<file path="src/rtl/c8_pkg.sv">
// ----------------------------------------------------------------------------
// c8_pkg
// shared constants, codes and types of the interpreter cpu core
// ----------------------------------------------------------------------------
package c8_pkg;

    // memory and screen geometry
    localparam int ADDR_W      = 12;
    localparam int MEM_DEPTH   = 4096;
    localparam int STACK_DEPTH = 16;
    localparam int SP_W        = $clog2(STACK_DEPTH + 1);
    localparam int SIDX_W      = $clog2(STACK_DEPTH);
    localparam int SCREEN_W    = 64;
    localparam int SCREEN_H    = 32;
    localparam int ROW_W       = $clog2(SCREEN_H);
    localparam int COL_W       = $clog2(SCREEN_W);
    localparam logic [ADDR_W-1:0] ENTRY_ADDR = 12'd512;

    // bcd digit weights
    localparam logic [7:0] BCD_HUNDRED = 8'd100;
    localparam logic [7:0] BCD_TEN     = 8'd10;

    // input command codes
    localparam logic [2:0] CMD_STEP  = 3'd0;
    localparam logic [2:0] CMD_FRAME = 3'd1;
    localparam logic [2:0] CMD_KEYDN = 3'd2;
    localparam logic [2:0] CMD_KEYUP = 3'd3;
    localparam logic [2:0] CMD_WRMEM = 3'd4;
    localparam logic [2:0] CMD_PIXEL = 3'd5;

    // result status codes
    localparam logic [2:0] STAT_EXEC     = 3'd0;
    localparam logic [2:0] STAT_WAIT_KEY = 3'd1;
    localparam logic [2:0] STAT_WAIT_DSP = 3'd2;
    localparam logic [2:0] STAT_FAULT    = 3'd3;
    localparam logic [2:0] STAT_OTHER    = 3'd4;

    // configuration register indexes
    localparam logic [2:0] CFG_KEEP_FLAG  = 3'd0;
    localparam logic [2:0] CFG_SHIFT_VX   = 3'd1;
    localparam logic [2:0] CFG_JUMP_VX    = 3'd2;
    localparam logic [2:0] CFG_WRAP_LIN   = 3'd3;
    localparam logic [2:0] CFG_NO_DSPWAIT = 3'd4;
    localparam logic [2:0] CFG_IDX_KEEP   = 3'd5;

    // opcode groups, top nibble of the instruction word
    localparam logic [3:0] OPG_SYS  = 4'h0;
    localparam logic [3:0] OPG_JP   = 4'h1;
    localparam logic [3:0] OPG_CALL = 4'h2;
    localparam logic [3:0] OPG_SE   = 4'h3;
    localparam logic [3:0] OPG_SNE  = 4'h4;
    localparam logic [3:0] OPG_SER  = 4'h5;
    localparam logic [3:0] OPG_LD   = 4'h6;
    localparam logic [3:0] OPG_ADD  = 4'h7;
    localparam logic [3:0] OPG_ALU  = 4'h8;
    localparam logic [3:0] OPG_SNER = 4'h9;
    localparam logic [3:0] OPG_LDI  = 4'hA;
    localparam logic [3:0] OPG_JPV  = 4'hB;
    localparam logic [3:0] OPG_RND  = 4'hC;
    localparam logic [3:0] OPG_DRW  = 4'hD;
    localparam logic [3:0] OPG_KEY  = 4'hE;
    localparam logic [3:0] OPG_MISC = 4'hF;

    // system group low 12 bits
    localparam logic [11:0] OPS_CLS = 12'h0E0;
    localparam logic [11:0] OPS_RET = 12'h0EE;

    // key group low byte
    localparam logic [7:0] OPK_SKP  = 8'h9E;
    localparam logic [7:0] OPK_SKNP = 8'hA1;

    // misc group low byte
    localparam logic [7:0] OPF_GET_DT   = 8'h07;
    localparam logic [7:0] OPF_WAIT_KEY = 8'h0A;
    localparam logic [7:0] OPF_SET_DT   = 8'h15;
    localparam logic [7:0] OPF_SET_ST   = 8'h18;
    localparam logic [7:0] OPF_ADD_I    = 8'h1E;
    localparam logic [7:0] OPF_FONT     = 8'h29;
    localparam logic [7:0] OPF_BCD      = 8'h33;
    localparam logic [7:0] OPF_STORE    = 8'h55;
    localparam logic [7:0] OPF_LOAD     = 8'h65;

    // arithmetic group sub-op codes
    localparam logic [3:0] ALU_MOV = 4'h0;
    localparam logic [3:0] ALU_OR  = 4'h1;
    localparam logic [3:0] ALU_AND = 4'h2;
    localparam logic [3:0] ALU_XOR = 4'h3;
    localparam logic [3:0] ALU_ADD = 4'h4;
    localparam logic [3:0] ALU_SUB = 4'h5;
    localparam logic [3:0] ALU_SHR = 4'h6;
    localparam logic [3:0] ALU_SBN = 4'h7;
    localparam logic [3:0] ALU_SHL = 4'hE;

    // alu result bundle
    typedef struct packed {
        logic [7:0] value;
        logic       flag;
        logic       set_vf;
        logic       legal;
    } alu_res_t;

endpackage

</file>
<file path="src/rtl/c8_alu.sv">
// ----------------------------------------------------------------------------
// c8_alu
// shared 8-bit arithmetic, logic and shift unit for the register ops
// ----------------------------------------------------------------------------
module c8_alu
(
    input  logic [3:0]       op,
    input  logic [7:0]       vx,
    input  logic [7:0]       vy,
    input  logic             keep_flag,
    input  logic             shift_vx,
    output c8_pkg::alu_res_t res
);

    logic [8:0] sum;
    logic [7:0] src;

    assign sum = {1'b0, vx} + {1'b0, vy};
    assign src = shift_vx ? vx : vy;

    // op decode
    always_comb
    begin
        res.value  = vy;
        res.flag   = 1'b0;
        res.set_vf = 1'b0;
        res.legal  = 1'b1;
        case (op)
            c8_pkg::ALU_MOV:
            begin
                res.value = vy;
            end
            c8_pkg::ALU_OR:
            begin
                res.value  = vx | vy;
                res.set_vf = !keep_flag;
            end
            c8_pkg::ALU_AND:
            begin
                res.value  = vx & vy;
                res.set_vf = !keep_flag;
            end
            c8_pkg::ALU_XOR:
            begin
                res.value  = vx ^ vy;
                res.set_vf = !keep_flag;
            end
            c8_pkg::ALU_ADD:
            begin
                res.value  = sum[7:0];
                res.flag   = sum[8];
                res.set_vf = 1'b1;
            end
            c8_pkg::ALU_SUB:
            begin
                res.value  = vx - vy;
                res.flag   = (vx >= vy);
                res.set_vf = 1'b1;
            end
            c8_pkg::ALU_SHR:
            begin
                res.value  = {1'b0, src[7:1]};
                res.flag   = src[0];
                res.set_vf = 1'b1;
            end
            c8_pkg::ALU_SBN:
            begin
                res.value  = vy - vx;
                res.flag   = (vy >= vx);
                res.set_vf = 1'b1;
            end
            c8_pkg::ALU_SHL:
            begin
                res.value  = {src[6:0], 1'b0};
                res.flag   = src[7];
                res.set_vf = 1'b1;
            end
            default:
            begin
                res.legal = 1'b0;
            end
        endcase
    end

endmodule

</file>
<file path="config.mk">
export PLATFORM = sky130hd
export DESIGN_NAME = c8_alu
export DESIGN_NICKNAME = d
export VERILOG_FILES = /design/src/rtl/c8_pkg.sv /design/src/rtl/c8_alu.sv
export SDC_FILE = /design/constraint.sdc
export NUM_CORES = 1
export LEC_CHECK = 0
export BUFFER_PORTS_ARGS = -buffer_cell sky130_fd_sc_hd__clkbuf_2
export CORE_AREA = 2 2 69 71
export DETAILED_ROUTE_END_ITERATION = 7
export DIE_AREA = 0 0 71 73
export PLACE_DENSITY = 0.74
export SYNTH_ARGS = -nofsm -noshare
export SYNTH_HDL_FRONTEND = slang
export SYNTH_SLANG_ARGS = --single-unit
</file>
<file path="constraint.sdc">
create_clock -name vclk -period 4.6
set_clock_uncertainty 0.1 [all_clocks]
set_input_delay 0.92 -clock vclk [all_inputs]
set_output_delay 0.92 -clock vclk [all_outputs]
set_load 0.02 [all_outputs]
</file>
==> results.yml <==
final_layout:
  drive_gt1_frac: 0.1376
  final_cell_mix: "a21oi_1, clkbuf_2, ha_1, inv_1, nor2_1"
  multiInputGateArea_um2: 1743
  clkbuf_count: 0
  syn_to_final_growth_pct: 6.959
  seq_cell_count: 0
  register_area_um2: 0
  final_nets: 357
  diodes: 0
  n_fill_cell: 451
  fin_area_um2: 2077
clocking:
  ctsResizeCount: 0
  post-cts-setup-buffers: 0
  ctsHoldBuffers: 0
global_routing:
  antenna_found_initial: 0
  met3_usage: 0.009669
  grt_max_degree: 34
  grt_usage: 0.2226
  grt_pass1_vias: 1863
  grt-busiest-layer: "met2"
  grt-ovfl-total: 0
  grt_pass1_wl_mm: 9.418
  grtUsageMet2: 0.3655
  met1_usage: 0.3240
yosys:
  ys_types: 48
  syn-num-nets: 339
  syn_inst: 282
  syn-cell-area_um2: 1942
  ys.warnings.count: 0
  synth-seq-area-share: 0
  syn_avg_cell_area_um2: 6.886
placed_design:
  dpl_worst_slack_ns: 0.5207
  port_buffers: 33
  dpl-instance-area_um2: 2077
  place_hpwl_mm: 4.492
  routabilityCongestion: 0.9728
pwr:
  leakagePower_nw: 0.9671
  total_power_uw: 256.1
  peakVddDrop_mv: 0.05763
  pwr-share-clk: 0
  p_switching_uw: 158.3
  intPower_uw: 97.72
  sequentialPowerShare: 0
  power_density_nw_per_um2: 123.3
  power_frac_comb: 1.000
  netSwitchingFraction: 0.6184
detailed_routing:
  drt_iter0_drc: 287
  wirelength_mm: 5.822
  ant_nets: 0
  avgRoutedWirePerCell_um: 16.54
  via_per_inst: 6.026
  drt-pass1-iter-count: 5
  vias: 2121
  drc: 0
worst_setup_path:
  slowest_stage: "ha_1"
  crit_path_max_incr_delay_ns: 0.53
  crit_type: "input port to output port"
  end_kind: "output port"
  cp-start-kind: "input port"
  crit_family: "compound AO/OA/AOI/OAI gates"
  crit_chain: "clkbuf_2, inv_1, ha_1, and2b_1, o311ai_0, o211ai_1, xnor2_1, nand2b_1, a41oi_1, clkbuf_2"
  arrival_ns: 3.11
  critPathRequiredTime_ns: 3.58
  cp_max_fo: 12
  crit_top_cell: "clkbuf_2"
  crit_buf_inv: 3
timing:
  period_needed_ns: 4.134
  worst_pin_slew_ns: 0.8637
  relSlewSlack: 0.4204
  finalMaxSlewViolations: 0
  fin_ws_ns: 0.4665
  finalCritPeriodShare: 0.8986
  clock.fmax_mhz: 241.9
  fin_tns_setup_ns: 0
  worst_hold_slack_ns: 2.152
  setup_viol: 0
  hold_viol_final: 0
  rsz0062_at_grt: "false"
run_status:
  status: "finished, final reports clean"
die:
  dieArea_um2: 5183
  die-width_um: 71
  die_y_um: 73
  num_rows: 25
  io-pin-count: 33
  initial_utilization: 0.4281
  coreArea_um2: 4536
worst_hold_path:
  min_to: "res[1]"
  whs_path_depth: 5
  hp-start: "keep_flag"
  hold_path.class: "input port to output port"
flow_run:
  drv_cap: 0
[Yosys cell counts (7+ instances only)]
library cell	n	area (um^2)
nand2_1	16	60.06
o22ai_1	13	81.33
a21oi_1	33	165.2
nor2_1	22	82.58
nand2b_1	7	43.79
mux2i_1	10	100.1
xnor2_1	9	78.83
ha_1	32	400.4
inv_1	26	97.59
buf_2	9	45.04
o21ai_0	13	65.06
nor3_1	7	35.03
[metrics by stage]
| step | utilization | cells |
|---|---|---|
| 6_report | 0.4579 | 352 |
| 5_1_grt | 0.4579 | 352 |
| 3_3_place_gp | 0.4579 | 352 |
| 2_1_floorplan | - | 282 |
| 3_5_place_dp | 0.4579 | 352 |
| 4_1_cts | 0.4579 | 352 |
[cell type report]
| type | count | share of cell area |
|---|---|---|
| tap | 54 | 0.03253 |
| timing repair buffer | 33 | 0.07952 |
| multi-input combinational | 238 | 0.8392 |
| inverter | 27 | 0.04880 |
[how the worst max path moves through the flow]
stage	start	endpoint	cells after the start
global placement	vy[2]	res[10]	10
detailed placement	vx[2]	res[10]	10
finish	vx[2]	res[10]	10
CTS	vy[2]	res[10]	10
floorplan	vx[1]	res[10]	8
global route	vy[2]	res[10]	10
[logic make-up after synthesis]
family                     share of synthesized area
buffers and inverters                         0.1024
and+or+nand+nor                               0.1965
xor gates and xnor gates                     0.06315
adders and majority gates                     0.2371
muxes                                        0.05928
AOI/OAI and AO/OA                             0.3415
[power by group through the flow]
stage	Combinational, mW	Clock [mW]	Sequential, mW
5_1_grt	0.280	0	0
4_1_cts	0.252	0	0
3_3_place_gp	0.250	0	0
6_report	0.256	0	0
2_1_floorplan	0.190	0	0
3_5_place_dp	0.251	0	0
[routing by layer]
metal / vias up / wire [um] / part of all wire
li1: 1047 / - / -
met1: 951 / 2645 / 0.45
met2: 110 / 2627 / 0.45
met3: 13 / 435 / 0.075
met4: 0 / 113 / 0.019
met5: - / 0 / 0
[tightest hold or removal path: stages]
cell and delay [ns]:
clkbuf_2 0.08, o21ai_0 0.06, nand2_1 0.05, o21ai_0 0.06, clkbuf_2 0.15
Power figures use the tool's default switching activity.
